==> config.mk <==
export PLATFORM = sky130hd
export DESIGN_NAME = script_word_scanner_core
export DESIGN_NICKNAME = d
export VERILOG_FILES = /design/src/swscan_pkg.sv /design/src/script_word_scanner_core.sv /design/src/swscan_front.sv /design/src/swscan_fifo.sv /design/src/swscan_back.sv
export SDC_FILE = /design/constraint.sdc
export NUM_CORES = 1
export LEC_CHECK = 0
export BUFFER_PORTS_ARGS = -buffer_cell sky130_fd_sc_hd__buf_4
export CAP_MARGIN = 15
export CORE_MARGIN = 1
export CORE_UTILIZATION = 30
export CTS_BUF_LIST = sky130_fd_sc_hd__clkbuf_8
export DETAILED_ROUTE_END_ITERATION = 10
export PLACE_DENSITY = 0.44
export RECOVER_POWER = 25
export SETUP_SLACK_MARGIN = 0.2
export SYNTH_ARGS = -nofsm -noshare
export SYNTH_HDL_FRONTEND = slang
export SYNTH_HIERARCHICAL = 1
export SYNTH_SLANG_ARGS = --single-unit
==> constraint.sdc <==
create_clock -name clk -period 4.1 [get_ports clk]
set_input_delay 0.205 -clock clk [delete_from_list [all_inputs] [get_ports clk]]
set_output_delay 0.205 -clock clk [all_outputs]
set_load 0.05 [all_outputs]
==> src/swscan_pkg.sv <==
// Package for the expression word scanner.
// Holds word kind and status codes, match constants and the queue entry type.
// No dependencies.
`default_nettype none
package swscan_pkg;

  localparam int WORD_W   = 32;
  localparam int KIND_W   = 5;
  localparam int STATUS_W = 2;
  localparam int SEEN_W   = 16;
  localparam int QDEPTH   = 2;

  typedef logic [WORD_W-1:0]   word_t;
  typedef logic [KIND_W-1:0]   kind_t;
  typedef logic [STATUS_W-1:0] status_t;
  typedef logic [SEEN_W-1:0]   seen_t;

  localparam kind_t KIND_STOP      = 5'd0;
  localparam kind_t KIND_COMPARE   = 5'd1;
  localparam kind_t KIND_OVERWRITE = 5'd2;
  localparam kind_t KIND_ARITH     = 5'd3;
  localparam kind_t KIND_INERT     = 5'd4;
  localparam kind_t KIND_FLOAT_LIT = 5'd5;
  localparam kind_t KIND_DEC_LIT   = 5'd6;
  localparam kind_t KIND_BYTE_VAR  = 5'd7;
  localparam kind_t KIND_BIT_VAR   = 5'd8;
  localparam kind_t KIND_FLOAT_VAR = 5'd9;
  localparam kind_t KIND_SECONDARY = 5'd10;
  localparam kind_t KIND_NEG_LOW16 = 5'd11;
  localparam kind_t KIND_DIRECT    = 5'd12;
  localparam kind_t KIND_NEG_INT   = 5'd13;
  localparam kind_t KIND_INLINE    = 5'd14;
  localparam kind_t KIND_PAYLOAD   = 5'd15;
  localparam kind_t KIND_IGNORED   = 5'd16;

  localparam status_t STATUS_COMPLETE  = 2'd0;
  localparam status_t STATUS_NO_STOP   = 2'd1;
  localparam status_t STATUS_TRUNCATED = 2'd2;

  localparam word_t INLINE_A = 32'h7f7f_ffff;
  localparam word_t INLINE_B = 32'h0080_0000;
  localparam word_t INLINE_C = 32'h7fff_ffff;
  localparam word_t INLINE_D = 32'h7fff_fffe;

  localparam word_t LIM_INERT     = 32'h0400_0000;
  localparam word_t LIM_FLOAT_LIT = 32'h0800_0000;
  localparam word_t LIM_DEC_LIT   = 32'h1000_0000;
  localparam word_t LIM_BYTE_VAR  = 32'h2000_0000;
  localparam word_t LIM_BIT_VAR   = 32'h4000_0000;
  localparam word_t LIM_FLOAT_VAR = 32'h5000_0000;

  localparam logic [23:0] IDX_SECONDARY = 24'h00_004a;
  localparam logic [23:0] IDX_LOW16     = 24'h00_000f;

  typedef struct packed {
    kind_t kind;
    logic  inline_word;
    logic  first;
  } swscan_item_t;

  typedef struct packed {
    logic         valid;
    swscan_item_t item;
  } swscan_q_t;

endpackage
`default_nettype wire

==> src/script_word_scanner_core.sv <==
// Top level of the expression word scanner: stop code register, classifier,
// queue and state tracker. Depends on swscan_pkg and the swscan_* modules.
//
//   Channel | Ports                                          | Direction
//   --------+------------------------------------------------+----------
//   input   | in_valid, in_stall, in_code_word, in_first_word | in
//   result  | out_valid, out_stall, out_word_kind ...         | out
//   config  | cfg_wr_en, cfg_wr_data (stop code)              | in
//
// One word per clock is sustained while out_stall is low; a word passes through
// the two-entry queue and then the result register.
// The state update in the back end sets that rate.
// Reset is synchronous and restores the stop code to all ones and clears state.
// A stalled result register stops the back end; the queue then fills and
// in_stall rises after at most two further beats.
`default_nettype none
module script_word_scanner_core
  import swscan_pkg::*;
#(
  parameter longint unsigned COUNT_MAX = 65535
) (
  input  wire logic  clk,
  input  wire logic  rst_n,
  input  wire logic  cfg_wr_en,
  input  wire word_t cfg_wr_data,
  input  wire logic  in_valid,
  output logic       in_stall,
  input  wire word_t in_code_word,
  input  wire logic  in_first_word,
  output logic       out_valid,
  input  wire logic  out_stall,
  output kind_t      out_word_kind,
  output logic       out_keep_going,
  output logic       out_is_complete,
  output logic       out_is_inline,
  output seen_t      out_words_seen,
  output status_t    out_scan_status
);

  word_t        stop_code_r;
  word_t        stop_code_nxt;
  swscan_item_t front_item;
  swscan_q_t    q_head;
  logic         q_full;
  logic         q_pop;

  assign stop_code_nxt = cfg_wr_en ? cfg_wr_data : stop_code_r;

  always_ff @(posedge clk) begin
    if (!rst_n) begin
      stop_code_r <= '1;
    end else begin
      stop_code_r <= stop_code_nxt;
    end
  end

  assign in_stall = q_full;

  swscan_front u_front (
    .code_word  (in_code_word),
    .first_word (in_first_word),
    .stop_code  (stop_code_r),
    .item       (front_item)
  );

  swscan_fifo u_fifo (
    .clk       (clk),
    .rst_n     (rst_n),
    .push      (in_valid),
    .push_item (front_item),
    .pop       (q_pop),
    .full      (q_full),
    .head      (q_head)
  );

  swscan_back #(
    .COUNT_MAX (COUNT_MAX)
  ) u_back (
    .clk             (clk),
    .rst_n           (rst_n),
    .head            (q_head),
    .pop             (q_pop),
    .out_valid       (out_valid),
    .out_stall       (out_stall),
    .out_word_kind   (out_word_kind),
    .out_keep_going  (out_keep_going),
    .out_is_complete (out_is_complete),
    .out_is_inline   (out_is_inline),
    .out_words_seen  (out_words_seen),
    .out_scan_status (out_scan_status)
  );

endmodule
`default_nettype wire

==> src/swscan_front.sv <==
// Front end of the scanner: classifies one word against the stop code and the
// fixed code ranges. Depends on swscan_pkg.
`default_nettype none
module swscan_front
  import swscan_pkg::*;
(
  input  wire word_t        code_word,
  input  wire logic         first_word,
  input  wire word_t        stop_code,
  output swscan_item_t      item
);

  logic [23:0] idx;
  kind_t       int_kind;
  kind_t       kind;

  assign idx = code_word[23:0];

  always_comb begin
    if (idx <= 24'd7 || idx == IDX_SECONDARY) begin
      int_kind = KIND_SECONDARY;
    end else if (idx == IDX_LOW16) begin
      int_kind = KIND_NEG_LOW16;
    end else if (idx >= 24'd24 && idx <= 24'd32) begin
      int_kind = KIND_DIRECT;
    end else begin
      int_kind = KIND_NEG_INT;
    end
  end

  always_comb begin
    if (code_word == stop_code) begin
      kind = KIND_STOP;
    end else if (code_word <= 32'h09 || code_word == 32'h10 || code_word == 32'h11) begin
      kind = KIND_COMPARE;
    end else if (code_word == 32'h0a) begin
      kind = KIND_OVERWRITE;
    end else if ((code_word >= 32'h0b && code_word <= 32'h0f) ||
                 (code_word >= 32'h12 && code_word <= 32'h16)) begin
      kind = KIND_ARITH;
    end else if (code_word < LIM_INERT) begin
      kind = KIND_INERT;
    end else if (code_word < LIM_FLOAT_LIT) begin
      kind = KIND_FLOAT_LIT;
    end else if (code_word < LIM_DEC_LIT) begin
      kind = KIND_DEC_LIT;
    end else if (code_word < LIM_BYTE_VAR) begin
      kind = KIND_BYTE_VAR;
    end else if (code_word < LIM_BIT_VAR) begin
      kind = KIND_BIT_VAR;
    end else if (code_word < LIM_FLOAT_VAR) begin
      kind = KIND_FLOAT_VAR;
    end else begin
      kind = int_kind;
    end
  end

  assign item.kind        = kind;
  assign item.inline_word = (code_word == INLINE_A) || (code_word == INLINE_B) ||
                            (code_word == INLINE_C) || (code_word == INLINE_D);
  assign item.first       = first_word;

endmodule
`default_nettype wire

==> src/swscan_fifo.sv <==
// Short queue between the classifier and the state tracker.
// Depends on swscan_pkg.
`default_nettype none
module swscan_fifo
  import swscan_pkg::*;
(
  input  wire logic         clk,
  input  wire logic         rst_n,
  input  wire logic         push,
  input  wire swscan_item_t push_item,
  input  wire logic         pop,
  output logic              full,
  output swscan_q_t         head
);

  localparam int PTR_W = (QDEPTH > 1) ? $clog2(QDEPTH) : 1;
  localparam int CNT_W = $clog2(QDEPTH + 1);
  localparam logic [CNT_W-1:0] CNT_FULL = CNT_W'(QDEPTH);
  localparam logic [PTR_W-1:0] PTR_LAST = PTR_W'(QDEPTH - 1);

  swscan_item_t     mem [QDEPTH];
  logic [PTR_W-1:0] wr_ptr_r;
  logic [PTR_W-1:0] wr_ptr_nxt;
  logic [PTR_W-1:0] rd_ptr_r;
  logic [PTR_W-1:0] rd_ptr_nxt;
  logic [CNT_W-1:0] count_r;
  logic [CNT_W-1:0] count_nxt;
  logic             do_push;
  logic             do_pop;

  assign full    = (count_r == CNT_FULL);
  assign do_push = push && !full;
  assign do_pop  = pop && (count_r != '0);

  assign head.valid = (count_r != '0);
  assign head.item  = mem[rd_ptr_r];

  always_comb begin
    wr_ptr_nxt = wr_ptr_r;
    rd_ptr_nxt = rd_ptr_r;
    count_nxt  = count_r;
    if (do_push) begin
      wr_ptr_nxt = (wr_ptr_r == PTR_LAST) ? '0 : wr_ptr_r + PTR_W'(1);
    end
    if (do_pop) begin
      rd_ptr_nxt = (rd_ptr_r == PTR_LAST) ? '0 : rd_ptr_r + PTR_W'(1);
    end
    if (do_push && !do_pop) begin
      count_nxt = count_r + CNT_W'(1);
    end else if (do_pop && !do_push) begin
      count_nxt = count_r - CNT_W'(1);
    end
  end

  always_ff @(posedge clk) begin
    if (!rst_n) begin
      wr_ptr_r <= '0;
      rd_ptr_r <= '0;
      count_r  <= '0;
    end else begin
      wr_ptr_r <= wr_ptr_nxt;
      rd_ptr_r <= rd_ptr_nxt;
      count_r  <= count_nxt;
    end
  end

  always_ff @(posedge clk) begin
    if (do_push) begin
      mem[wr_ptr_r] <= push_item;
    end
  end

  a_count_bound: assert property (@(posedge clk) disable iff (!rst_n)
    count_r <= CNT_FULL)
    else $error("queue count beyond depth");

  a_no_push_full: assert property (@(posedge clk) disable iff (!rst_n)
    full && !do_pop |=> count_r == CNT_FULL)
    else $error("full queue lost an entry");

  a_pop_drains: assert property (@(posedge clk) disable iff (!rst_n)
    do_pop && !do_push && count_r == CNT_W'(1) |=> !head.valid)
    else $error("queue not empty after last entry left");

endmodule
`default_nettype wire

==> src/swscan_back.sv <==
// Back end of the scanner: holds the expression state, applies one classified
// word per beat and registers the result. Depends on swscan_pkg.
`default_nettype none
module swscan_back
  import swscan_pkg::*;
#(
  parameter longint unsigned COUNT_MAX = 65535
) (
  input  wire logic      clk,
  input  wire logic      rst_n,
  input  wire swscan_q_t head,
  output logic           pop,
  output logic           out_valid,
  input  wire logic      out_stall,
  output kind_t          out_word_kind,
  output logic           out_keep_going,
  output logic           out_is_complete,
  output logic           out_is_inline,
  output seen_t          out_words_seen,
  output status_t        out_scan_status
);

  localparam int CNT_W = $clog2(64'(COUNT_MAX) + 64'd1);
  localparam logic [CNT_W-1:0] CNT_LIMIT = CNT_W'(COUNT_MAX);
  localparam logic [CNT_W-1:0] CNT_ONE   = CNT_W'(1);

  logic             done_r;
  logic             done_nxt;
  logic             inline_r;
  logic             inline_nxt;
  logic             pend_r;
  logic             pend_nxt;
  logic [CNT_W-1:0] cnt_r;
  logic [CNT_W-1:0] cnt_nxt;

  logic             out_valid_r;
  logic             out_valid_nxt;
  kind_t            kind_r;
  kind_t            kind_nxt;
  logic             more_r;
  logic             more_nxt;
  logic             complete_r;
  logic             is_inline_r;
  seen_t            seen_r;
  seen_t            seen_nxt;
  status_t          status_r;
  status_t          status_nxt;

  logic             eff_done;
  logic             eff_inline;
  logic             eff_pend;
  logic [CNT_W-1:0] eff_cnt;
  logic [63:0]      cnt_ext;

  assign pop = head.valid && (!out_valid_r || !out_stall);

  always_comb begin
    eff_done   = head.item.first ? 1'b0 : done_r;
    eff_inline = head.item.first ? 1'b0 : inline_r;
    eff_pend   = head.item.first ? 1'b0 : pend_r;
    eff_cnt    = head.item.first ? '0   : cnt_r;

    done_nxt   = eff_done;
    inline_nxt = eff_inline;
    pend_nxt   = eff_pend;
    cnt_nxt    = eff_cnt;
    kind_nxt   = KIND_IGNORED;
    more_nxt   = 1'b0;

    if (!eff_done) begin
      cnt_nxt = (eff_cnt < CNT_LIMIT) ? eff_cnt + CNT_ONE : eff_cnt;
      if (eff_pend) begin
        pend_nxt = 1'b0;
        kind_nxt = KIND_PAYLOAD;
        more_nxt = 1'b1;
      end else if (cnt_nxt == CNT_ONE && head.item.inline_word) begin
        done_nxt   = 1'b1;
        inline_nxt = 1'b1;
        kind_nxt   = KIND_INLINE;
      end else begin
        kind_nxt = head.item.kind;
        if (head.item.kind == KIND_STOP) begin
          done_nxt = 1'b1;
        end else begin
          pend_nxt = (head.item.kind == KIND_FLOAT_LIT);
          more_nxt = 1'b1;
        end
      end
    end

    if (done_nxt) begin
      status_nxt = STATUS_COMPLETE;
    end else if (pend_nxt) begin
      status_nxt = STATUS_TRUNCATED;
    end else begin
      status_nxt = STATUS_NO_STOP;
    end

    cnt_ext  = 64'(cnt_nxt);
    seen_nxt = (cnt_ext > 64'h0000_0000_0000_ffff) ? '1 : cnt_ext[SEEN_W-1:0];

    if (pop) begin
      out_valid_nxt = 1'b1;
    end else if (!out_stall) begin
      out_valid_nxt = 1'b0;
    end else begin
      out_valid_nxt = out_valid_r;
    end
  end

  always_ff @(posedge clk) begin
    if (!rst_n) begin
      done_r      <= 1'b0;
      inline_r    <= 1'b0;
      pend_r      <= 1'b0;
      cnt_r       <= '0;
      out_valid_r <= 1'b0;
    end else begin
      out_valid_r <= out_valid_nxt;
      if (pop) begin
        done_r   <= done_nxt;
        inline_r <= inline_nxt;
        pend_r   <= pend_nxt;
        cnt_r    <= cnt_nxt;
      end
    end
  end

  always_ff @(posedge clk) begin
    if (pop) begin
      kind_r      <= kind_nxt;
      more_r      <= more_nxt;
      complete_r  <= done_nxt;
      is_inline_r <= inline_nxt;
      seen_r      <= seen_nxt;
      status_r    <= status_nxt;
    end
  end

  assign out_valid       = out_valid_r;
  assign out_word_kind   = kind_r;
  assign out_keep_going  = more_r;
  assign out_is_complete = complete_r;
  assign out_is_inline   = is_inline_r;
  assign out_words_seen  = seen_r;
  assign out_scan_status = status_r;

  a_ignored_done: assert property (@(posedge clk) disable iff (!rst_n)
    out_valid_r && kind_r == KIND_IGNORED |-> !more_r && complete_r)
    else $error("ignored word reported while expression still open");

  a_complete_status: assert property (@(posedge clk) disable iff (!rst_n)
    out_valid_r && complete_r |-> status_r == STATUS_COMPLETE && !more_r)
    else $error("completed expression reported with open status");

  a_payload_follows: assert property (@(posedge clk) disable iff (!rst_n)
    pop && kind_nxt == KIND_FLOAT_LIT |=> pend_r)
    else $error("float literal did not arm the payload flag");

  a_inline_first: assert property (@(posedge clk) disable iff (!rst_n)
    out_valid_r && kind_r == KIND_INLINE |-> seen_r == SEEN_W'(1) && is_inline_r)
    else $error("inline value accepted past the first word");

endmodule
`default_nettype wire

## After elaboration in Yosys (flattened, before gate mapping)

Memory sizes are Yosys's and may differ from the RTL's. A register that Yosys moved wholly into a read port is not among the register bits.
Index checks and enable logic that the tools add are counted.

- Bits in registers: 82
- RAM bits: 14
- Input port bits: 70
- Word-level logic and storage cells: 121
- Memories: 1

- Add/sub/neg operators: 5
- $lt $le $gt $ge: 15
- Equal/unequal tests: 14
- Multiplexer cells: 46
- Reductions and logical operators: 25

Memory list:

| memory | words | width | read ports | clocked after memory_dff | wr ports | RTL line | RTL |
|---|---|---|---|---|---|---|---|
| u_fifo.mem | 2 | 7 | 1 | 1 | 1 | swscan_fifo.sv:21 | `swscan_item_t mem [QDEPTH];` |

Operators by type and width:

| kind | number |
|---|---|
| == test 32 x 31 -> 1 bit (second input constant) | 3 |
| two-way mux 5 bit | 14 |
| == test 32 x 5 -> 1 bit (second input constant) | 2 |
| less-or-equal comparator 32 x 4 -> 1 bit (second input constant) | 2 |
| < comparator 32 x 31 -> 1 bit (second input constant) | 2 |
| two-way mux 16 bit | 3 |
| == test 32 x 24 -> 1 bit (second input constant) | 1 |
| == test 32 bit | 1 |
| == test 32 x 4 -> 1 bit (second input constant) | 1 |
| >= comparator 32 x 4 -> 1 bit (second input constant) | 1 |
| >= comparator 32 x 5 -> 1 bit (second input constant) | 1 |
| less-or-equal comparator 32 x 5 -> 1 bit (second input constant) | 1 |
| < comparator 32 x 27 -> 1 bit (second input constant) | 1 |
| < comparator 32 x 28 -> 1 bit (second input constant) | 1 |
| < comparator 32 x 29 -> 1 bit (second input constant) | 1 |
| < comparator 32 x 30 -> 1 bit (second input constant) | 1 |
| two-way mux 1 bit | 26 |
| == test 24 x 4 -> 1 bit (second input constant) | 1 |
| == test 24 x 7 -> 1 bit (second input constant) | 1 |
| >= comparator 24 x 5 -> 1 bit (second input constant) | 1 |
| less-or-equal comparator 24 x 3 -> 1 bit (second input constant) | 1 |
| less-or-equal comparator 24 x 6 -> 1 bit (second input constant) | 1 |
| adder 16 x 1 -> 16 bit (second input constant) | 1 |
| == test 16 x 1 -> 1 bit (second input constant) | 1 |
| other kinds (13) | 36 |

## Depth between registers and ports, before layout

Gate-level depths: netlist of run 1.

- Depth in word-level cells: 15
- Depth in mapped cells: 15

## By module

The synthesis of run 1 kept the hierarchy.

By module, submodules not included:

| module | instances | cells an instance | area an instance (um^2) | sequential area each (um^2) |
|---|---|---|---|---|
| swscan_back | 1 | 271 | 2591.2 | 1181.1 |
| script_word_scanner_core | 1 | 103 | 1148.6 | 640.6 |
| swscan_front | 1 | 116 | 808.3 | 0.0 |
| swscan_fifo | 1 | 47 | 740.7 | 520.5 |

## Least setup slack after synthesis of run 1

Ideal clock, no wire load.

- Kind: flip-flop to flip-flop
- Start: reg (tool-made name)
- End: reg u_back.kind_r[4] (netlist: u_back/out_word_kind[4]), data pin
- Setup time: 270 ps
- Data arrival time: 3071 ps
- Path slack: 758 ps
- Cell stages (with the launch flop): 16
- Path buffers: 3
- Clock period less this slack: 3342 ps
- Cell sequence: dfxtp_1 -> buf_2 -> mux2_2 -> buf_2 -> inv_1 -> nand2_1 -> inv_1 -> ha_1 -> nand3b_1 -> nor4_4 -> nand2_1 -> mux2i_1 -> a211o_1 -> nor3_2 -> buf_6 -> o21ai_1

RTL lines:

| item | RTL line | RTL |
|---|---|---|
| end signal: assignment | swscan_back.sv:131 | `kind_r <= kind_nxt;` |
| end: declaration | swscan_back.sv:38 | `kind_t kind_r;` |

==> flow_results.xml, run 1 <==
<?xml version="1.0" encoding="UTF-8"?>
<metrics>
  <group name="global_route">
    <metric name="initial_antenna_violation_count" unit="">0</metric>
    <metric name="grt_pass1_vias" unit="">4258</metric>
    <metric name="grt_use_total" unit="%">16.4</metric>
    <metric name="grt_max_degree" unit="">61</metric>
    <metric name="grt_pass1_wl" unit="mm">22.9</metric>
    <metric name="grt-ovfl-total" unit="">0</metric>
  </group>
  <group name="critical_path">
    <metric name="crit_chain" unit="">mux2_2 -&gt; inv_1 -&gt; nand2_1 -&gt; inv_1 -&gt; ha_1 -&gt; nand3b_1 -&gt; nor2_2 -&gt; nand4_1 -&gt; xor2_1 -&gt; o2111ai_1 -&gt; nor3_2 -&gt; buf_4 -&gt; o31a_1</metric>
    <metric name="path_class" unit="">reg2reg</metric>
    <metric name="critPathMaxStageDelay" unit="ns">0.49</metric>
    <metric name="cp-end-kind" unit="">flop</metric>
    <metric name="cpLargestDelayFamily" unit="">simple AND/OR/NAND/NOR gates</metric>
    <metric name="arrival" unit="ns">3.66</metric>
    <metric name="worst-path-max-fanout" unit="">19</metric>
    <metric name="critical-path-top-cell-by-count" unit="">sky130_fd_sc_hd__inv_1</metric>
    <metric name="crit_required" unit="ns">4.24</metric>
    <metric name="cp_slowest_cell" unit="">sky130_fd_sc_hd__mux2_2</metric>
    <metric name="worst_setup_path_start_kind" unit="">flop</metric>
    <metric name="critPathBufInv" unit="">3</metric>
  </group>
  <group name="yosys">
    <metric name="netlist_area" unit="mm²">0.00529</metric>
    <metric name="synthDominantCellAreaShare" unit="%">22.7</metric>
    <metric name="synth_warnings" unit="">6</metric>
    <metric name="synth_cell_types" unit="">80</metric>
    <metric name="most_frequently_used_flop_master_after_synthesis" unit="">sky130_fd_sc_hd__dfxtp_1</metric>
    <metric name="synth_enable_flop_cells" unit="">40</metric>
    <metric name="synthesis.instances" unit="">537</metric>
    <metric name="yosys.area.top_type" unit="">sky130_fd_sc_hd__edfxtp_1</metric>
    <metric name="async_flop_share" unit="%">0</metric>
    <metric name="syn_nets" unit="">609</metric>
    <metric name="synth-seq-cells" unit="">97</metric>
    <metric name="synth_seq_area_share" unit="%">44.3</metric>
    <metric name="synthTopCellsByArea" unit="">sky130_fd_sc_hd__edfxtp_1 (23%), sky130_fd_sc_hd__dfxtp_1 (22%), sky130_fd_sc_hd__xor2_1 (6.5%), sky130_fd_sc_hd__mux2i_1 (6.2%), sky130_fd_sc_hd__nand2_1 (5.5%)</metric>
    <metric name="postSynthAreaPerCell" unit="µm²">9.85</metric>
  </group>
  <group name="sta">
    <metric name="maxSlewViolCount" unit="">33</metric>
    <metric name="timing.final.setup_violations" unit="">0</metric>
    <metric name="timing.max_slew.rel_slack" unit="%">-53.6</metric>
    <metric name="worst-slew-pin-transition" unit="ns">2.30</metric>
    <metric name="period_share" unit="%">86.0</metric>
    <metric name="finClkSkew" unit="ns">0.00741</metric>
    <metric name="max_freq" unit="MHz">284</metric>
    <metric name="final.min_clock_period" unit="ns">3.53</metric>
    <metric name="grt_setup_unrepaired" unit="">no</metric>
    <metric name="fin_setup_tns" unit="ns">0</metric>
    <metric name="hold_ws" unit="ns">0.0336</metric>
    <metric name="timing.final.hold_violations" unit="">0</metric>
  </group>
  <group name="drt">
    <metric name="initialDrtViolationCount" unit="">242</metric>
    <metric name="totalWireLength" unit="mm">14.2</metric>
    <metric name="route.detailed.wl_per_inst" unit="µm">16.9</metric>
    <metric name="first_pass_iters" unit="">4</metric>
    <metric name="drc" unit="">0</metric>
    <metric name="drtAntennaViolNets" unit="">0</metric>
    <metric name="routed-via-count" unit="">4195</metric>
    <metric name="drt-vias-per-instance" unit="">4.96</metric>
  </group>
  <group name="pwr">
    <metric name="power.switching" unit="mW">1.35</metric>
    <metric name="power.density_cell_area" unit="mW/mm²">518</metric>
    <metric name="intPower" unit="mW">1.90</metric>
    <metric name="vdd_ir_drop_max" unit="mV">0.483</metric>
    <metric name="netSwitchingFraction" unit="%">41.5</metric>
    <metric name="total_leakage_power" unit="nW">2.38</metric>
    <metric name="seq_power_share" unit="%">41.8</metric>
    <metric name="clock_share_of_power" unit="%">17.3</metric>
    <metric name="p_comb_share" unit="%">40.9</metric>
  </group>
  <group name="die">
    <metric name="floorplan.rows" unit="">48</metric>
    <metric name="chipHeight" unit="µm">135</metric>
    <metric name="die_w" unit="µm">135</metric>
    <metric name="core" unit="mm²">0.0172</metric>
    <metric name="die_area" unit="mm²">0.0182</metric>
    <metric name="ports_placed_on_the_boundary" unit="">98</metric>
    <metric name="start_util" unit="%">30.7</metric>
  </group>
  <group name="finish">
    <metric name="drive_above_1_share" unit="%">22.3</metric>
    <metric name="final_common_cell" unit="">sky130_fd_sc_hd__buf_4</metric>
    <metric name="synthToLayoutAreaGrowth" unit="%">18.4</metric>
    <metric name="final_cell_mix" unit="">sky130_fd_sc_hd__buf_4 (95), sky130_fd_sc_hd__nand2_1 (78), sky130_fd_sc_hd__dfxtp_1 (57)</metric>
    <metric name="diodes" unit="">0</metric>
    <metric name="nets" unit="">687</metric>
    <metric name="post_layout_nonfiller_instances" unit="">845</metric>
    <metric name="final.fill_count" unit="">1750</metric>
  </group>
  <group name="hold_path">
    <metric name="hold_class" unit="">in2reg</metric>
  </group>
  <group name="clock_tree">
    <metric name="clk_latency" unit="ns">0.38</metric>
    <metric name="ctsLongestPathBuffers" unit="">2</metric>
    <metric name="cts_resized" unit="">0</metric>
    <metric name="cts.sink_count" unit="">97</metric>
    <metric name="cts_buffers" unit="">9</metric>
    <metric name="cts-htree-levels" unit="">3</metric>
    <metric name="path_clk_slew" unit="ns">0.09</metric>
    <metric name="cts_tree" unit="">yes</metric>
    <metric name="cts_root_buffer" unit="">sky130_fd_sc_hd__clkbuf_8</metric>
  </group>
  <group name="placement">
    <metric name="io_buffer_count" unit="">97</metric>
    <metric name="gp_congestion" unit="">0.852</metric>
    <metric name="detailed_place_hpwl" unit="mm">10.6</metric>
    <metric name="dp.cells" unit="">829</metric>
  </group>
  <group name="run_status">
    <metric name="failed_checks" unit="">max-capacitance violations, max-slew violations</metric>
    <metric name="run_status" unit="">finished, violations left</metric>
  </group>
  <group name="flow_run">
    <metric name="max-cap-violations" unit="">1</metric>
  </group>
</metrics>
==> sequential cells by signal (all words and copies together), names as in the netlist, 2 cells and up, named ones only <==
register	cells
u_fifo/count_r	2
u_back/cnt_r	16
u_back/out_words_seen	16
u_fifo/mem	14
u_back/out_word_kind	5
u_back/out_scan_status	2
stop_code_r	32
==> routing by layer <==
metal  up-vias  wire length [µm]  track usage [%]
met1      1962              6220             19.3
met4         0               320             6.30
li1       2093                 -                -
met5         -                 0                0
met3        24              1040             5.52
met2       116              6660             27.5
==> final timing paths <==
kind | slack, ns | end | start | cells after the start
worst max-delay path | 0.57 | u_back/out_word_kind[2] | flop | 13
worst min-delay path | 0.03 | stop_code_r[31] | cfg_wr_data[31] | 3
worst max register to register | 0.57 | u_back/out_word_kind[2] | flop | 13
worst min register to register | 0.50 | stop_code_r[6] | stop_code_r[6] | 2
==> power groups by stage <==
stage / combinational [mW] / sequential (mW) / clock, mW
final: 1.33 / 1.36 / 0.561
after global routing: 1.43 / 1.38 / 0.620
after CTS: 1.36 / 1.36 / 0.595
after detailed placement: 1.36 / 1.38 / 0
after global placement: 1.35 / 1.38 / 0
after floorplan: 0.588 / 1.73 / 0
==> through the flow <==
step           area, µm²  util, %  total power, mW  setup slack [ns]
4_1_cts             6290     36.5             3.32             0.552
6_report            6260     36.3             3.24             0.574
3_5_place_dp        6120     35.5             2.74             0.574
3_3_place_gp        6120     35.5             2.73             0.651
5_1_grt             6260     36.3             3.43             0.238
2_1_floorplan       5290        -             2.32             0.758
==> Yosys cell counts, types with 3 or more instances <==
library cell               count
sky130_fd_sc_hd__a211oi_1      5
sky130_fd_sc_hd__a211oi_2      3
sky130_fd_sc_hd__a21boi_0     12
sky130_fd_sc_hd__a21oi_1      10
sky130_fd_sc_hd__a32o_1        4
sky130_fd_sc_hd__and2_1        4
sky130_fd_sc_hd__and3_1        4
sky130_fd_sc_hd__buf_2        12
sky130_fd_sc_hd__buf_6         3
sky130_fd_sc_hd__buf_8         3
sky130_fd_sc_hd__clkbuf_1     13
sky130_fd_sc_hd__dfxtp_1      57
sky130_fd_sc_hd__edfxtp_1     40
sky130_fd_sc_hd__inv_1         7
sky130_fd_sc_hd__mux2_2        8
sky130_fd_sc_hd__mux2i_1      33
sky130_fd_sc_hd__nand2_1      78
sky130_fd_sc_hd__nand3_1      15
sky130_fd_sc_hd__nand4_1      13
sky130_fd_sc_hd__nand4b_1      5
sky130_fd_sc_hd__nor2_1       36
sky130_fd_sc_hd__nor2b_1       5
sky130_fd_sc_hd__nor3_1       14
sky130_fd_sc_hd__nor4_1       13
sky130_fd_sc_hd__o21ai_0       9
sky130_fd_sc_hd__o22ai_1       4
sky130_fd_sc_hd__o31a_1        3
sky130_fd_sc_hd__o31ai_1       4
sky130_fd_sc_hd__or2_2         3
sky130_fd_sc_hd__or3_1         4
sky130_fd_sc_hd__xnor2_1      15
sky130_fd_sc_hd__xor2_1       39
==> layout make-up <==
| cell class | instances | area [µm²] | share of cell area, % |
|---|---|---|---|
| tap | 225 | 282 | 4.49 |
| timing repair buffer | 102 | 739 | 11.8 |
| clock buffer | 10 | 138 | 2.20 |
| inverter | 9 | 33.8 | 0.539 |
| clock inverter | 6 | 27.5 | 0.439 |
| multi-input combinational | 396 | 2700 | 43.1 |
| sequential | 97 | 2340 | 37.4 |
==> logic make-up after synthesis <==
group | Yosys count | synth area share [%]
buffers and inverters | 44 | 4.64
muxes | 41 | 7.95
adders and majority gates | 2 | 0.473
xor gates and xnor gates | 54 | 8.94
other | 1 | 0.0709
DFF | 97 | 44.3
AOI/OAI and AO/OA | 79 | 11.5
and+or+nand+nor | 219 | 22.1
==> worst register-to-register path, stage by stage, from the launching register on <==
cell and delay, ns:
sky130_fd_sc_hd__dfxtp_1 0.35, sky130_fd_sc_hd__mux2_2 0.49, sky130_fd_sc_hd__inv_1 0.25, sky130_fd_sc_hd__nand2_1 0.10, sky130_fd_sc_hd__inv_1 0.07, sky130_fd_sc_hd__ha_1 0.27
sky130_fd_sc_hd__nand3b_1 0.21, sky130_fd_sc_hd__nor2_2 0.42, sky130_fd_sc_hd__nand4_1 0.16, sky130_fd_sc_hd__xor2_1 0.19, sky130_fd_sc_hd__o2111ai_1 0.23, sky130_fd_sc_hd__nor3_2 0.07
sky130_fd_sc_hd__buf_4 0.19, sky130_fd_sc_hd__o31a_1 0.29
==> timing repair <==
action                                  4_1_cts  5_1_grt
endpoints found under the setup margin        0        1
hold buffers                                  0        0
buffers inserted                              0        0
Note: power is estimated with default switching activity, not from simulation.
==> inputs of run 2 (changes only) <==
Settings changed: CELL_PAD_IN_SITES_DETAIL_PLACEMENT set to 1, CELL_PAD_IN_SITES_GLOBAL_PLACEMENT set to 2, CORE_UTILIZATION 30 to 36, PLACE_DENSITY 0.44 to 0.78.
==> flow_results.xml, run 2 (same netlist as run 1, synthesis figures left out) <==
<?xml version="1.0" encoding="UTF-8"?>
<metrics>
  <group name="placement">
    <metric name="io_buffer_count" unit="">97</metric>
    <metric name="detailed_place_hpwl" unit="mm">10.9</metric>
    <metric name="pre_cts_slack" unit="ns">0.460</metric>
    <metric name="gp_congestion" unit="">0.845</metric>
  </group>
  <group name="die">
    <metric name="die_w" unit="µm">123</metric>
    <metric name="die_area" unit="mm²">0.0152</metric>
    <metric name="floorplan.rows" unit="">43</metric>
    <metric name="chipHeight" unit="µm">123</metric>
    <metric name="start_util" unit="%">37.5</metric>
    <metric name="core" unit="mm²">0.0141</metric>
    <metric name="ports_placed_on_the_boundary" unit="">98</metric>
  </group>
  <group name="drt">
    <metric name="routed-via-count" unit="">4326</metric>
    <metric name="first_pass_iters" unit="">4</metric>
    <metric name="drc" unit="">0</metric>
    <metric name="route.detailed.wl_per_inst" unit="µm">17.8</metric>
    <metric name="drtAntennaViolNets" unit="">0</metric>
    <metric name="drt-vias-per-instance" unit="">5.38</metric>
    <metric name="totalWireLength" unit="mm">14.3</metric>
    <metric name="initialDrtViolationCount" unit="">192</metric>
  </group>
  <group name="global_route">
    <metric name="grt_pass1_vias" unit="">4517</metric>
    <metric name="grt_max_degree" unit="">61</metric>
    <metric name="grt_pass1_wl" unit="mm">23.2</metric>
    <metric name="initial_antenna_violation_count" unit="">0</metric>
    <metric name="grt-ovfl-total" unit="">0</metric>
    <metric name="grt_use_total" unit="%">20.4</metric>
  </group>
  <group name="sta">
    <metric name="hold_ws" unit="ns">0.0367</metric>
    <metric name="worst-slew-pin-transition" unit="ns">2.32</metric>
    <metric name="timing.max_slew.rel_slack" unit="%">-54.5</metric>
    <metric name="max_freq" unit="MHz">279</metric>
    <metric name="period_share" unit="%">87.5</metric>
    <metric name="fin_setup_tns" unit="ns">0</metric>
    <metric name="grt_setup_unrepaired" unit="">no</metric>
    <metric name="timing.final.hold_violations" unit="">0</metric>
    <metric name="maxSlewViolCount" unit="">33</metric>
    <metric name="finClkSkew" unit="ns">0.0138</metric>
    <metric name="timing.final.setup_violations" unit="">0</metric>
    <metric name="final.min_clock_period" unit="ns">3.59</metric>
    <metric name="setup_slack" unit="ns">0.511</metric>
  </group>
  <group name="run_status">
    <metric name="failed_checks" unit="">max-capacitance violations, max-slew violations</metric>
    <metric name="run_status" unit="">finished, violations left</metric>
  </group>
  <group name="pwr">
    <metric name="power_total" unit="mW">3.32</metric>
    <metric name="power.density_cell_area" unit="mW/mm²">530</metric>
    <metric name="total_leakage_power" unit="nW">2.42</metric>
    <metric name="vdd_ir_drop_max" unit="mV">0.173</metric>
  </group>
  <group name="critical_path">
    <metric name="path_class" unit="">reg2reg</metric>
    <metric name="cp_slowest_cell" unit="">sky130_fd_sc_hd__dfxtp_1</metric>
    <metric name="critPathMaxStageDelay" unit="ns">0.49</metric>
    <metric name="arrival" unit="ns">3.72</metric>
    <metric name="cp-end-kind" unit="">flop</metric>
    <metric name="crit_chain" unit="">mux2_2 -&gt; inv_1 -&gt; nand2_1 -&gt; inv_1 -&gt; ha_1 -&gt; nand3b_1 -&gt; nor2_2 -&gt; nand4_1 -&gt; xor2_1 -&gt; o2111ai_1 -&gt; nor3_2 -&gt; buf_4 -&gt; o31a_1</metric>
    <metric name="crit_required" unit="ns">4.23</metric>
    <metric name="critical-path-top-cell-by-count" unit="">sky130_fd_sc_hd__inv_1</metric>
    <metric name="worst_setup_path_start_kind" unit="">flop</metric>
    <metric name="worst-path-max-fanout" unit="">13</metric>
  </group>
  <group name="clock_tree">
    <metric name="cts_tree" unit="">yes</metric>
    <metric name="ctsLongestPathBuffers" unit="">2</metric>
    <metric name="cts-htree-levels" unit="">3</metric>
    <metric name="path_clk_slew" unit="ns">0.10</metric>
    <metric name="cts.sink_count" unit="">97</metric>
    <metric name="cts_buffers" unit="">9</metric>
    <metric name="cts_resized" unit="">0</metric>
    <metric name="clk_latency" unit="ns">0.38</metric>
    <metric name="cts_root_buffer" unit="">sky130_fd_sc_hd__clkbuf_8</metric>
  </group>
  <group name="finish">
    <metric name="drive_above_1_share" unit="%">22.8</metric>
    <metric name="final_core_util" unit="%">44.4</metric>
    <metric name="number_of_flip_flops_under_the_largest_register_name" unit="">32</metric>
    <metric name="diodes" unit="">0</metric>
    <metric name="most_flop_heavy_register" unit="">stop_code_r</metric>
    <metric name="final_cell_mix" unit="">sky130_fd_sc_hd__buf_4 (98), sky130_fd_sc_hd__nand2_1 (78), sky130_fd_sc_hd__dfxtp_1 (57)</metric>
    <metric name="nets" unit="">691</metric>
    <metric name="final_common_cell" unit="">sky130_fd_sc_hd__buf_4</metric>
    <metric name="synthToLayoutAreaGrowth" unit="%">18.5</metric>
  </group>
  <group name="flow_run">
    <metric name="max-cap-violations" unit="">1</metric>
  </group>
  <group name="hold_path">
    <metric name="hold_class" unit="">in2reg</metric>
  </group>
</metrics>
==> run 2: cell count changes in the layout (fill, tap and decap cells not counted) <==
cell | previous run | this run
sky130_fd_sc_hd__dlygate4sd3_1 | 0 | 1
sky130_fd_sc_hd__buf_4 | 95 | 98
sky130_fd_sc_hd__clkinv_1 | 2 | 1
sky130_fd_sc_hd__clkinvlp_4 | 1 | 0
sky130_fd_sc_hd__inv_4 | 0 | 1
sky130_fd_sc_hd__bufinv_16 | 0 | 1
==> run 2: layout make-up <==
class / instances / area (µm²)
tap: 180 / 225
fill: 1638 / 7830
multi-input combinational: 396 / 2700
sequential: 97 / 2340
timing repair buffer: 106 / 772
inverter: 9 / 33.8
clock buffer: 10 / 138
clock inverter: 6 / 52.6
==> run 2: path summary, 6_finish.rpt <==
check,from,to,slack (ns),depth (start not counted)
max,flop,u_back/out_word_kind[2],0.51,13
max reg2reg,flop,u_back/out_word_kind[2],0.51,13
min,cfg_wr_data[30],stop_code_r[30],0.04,3
min reg2reg,stop_code_r[4],stop_code_r[4],0.51,2
==> run 2: stage by stage <==
stage	cell area (µm²)	cells
after global routing	6260	804
after global placement	6080	785
after detailed placement	6080	785
final	6260	804
after floorplan	5290	537
after CTS	6280	802
==> run 2: critical path: cells and delay by family, from the launching register on <==
kind | cells | cell delay, ns
compound gates | 2 | 0.51
xor+xnor | 1 | 0.19
fa+ha+maj | 1 | 0.26
buf+inv | 3 | 0.46
flops | 1 | 0.49
mux | 1 | 0.45
simple gates | 5 | 0.98
==> run 2: metal layers <==
| metal | vias to the layer above | wire length [µm] | global-route usage, % |
|---|---|---|---|
| met5 | - | 0 | 0 |
| li1 | 2106 | - | - |
| met1 | 2076 | 5910 | 22.9 |
| met3 | 28 | 804 | 5.30 |
| met2 | 116 | 7160 | 35.5 |
| met4 | 0 | 463 | 10.2 |
==> run 2: what timing repair did <==
item / 4_1_cts / 5_1_grt
hold buffers: 1 / 0
endpoints found under the setup margin: 0 / 10
setup buffers: 0 / 2
endpoints found under the hold margin: 2 / 0
==> run 2: power breakdown <==
part	switching, mW	internal (mW)	total (mW)
Combinational	0.904	0.427	1.33
Clock	0.332	0.292	0.624
Sequential	0.112	1.25	1.36
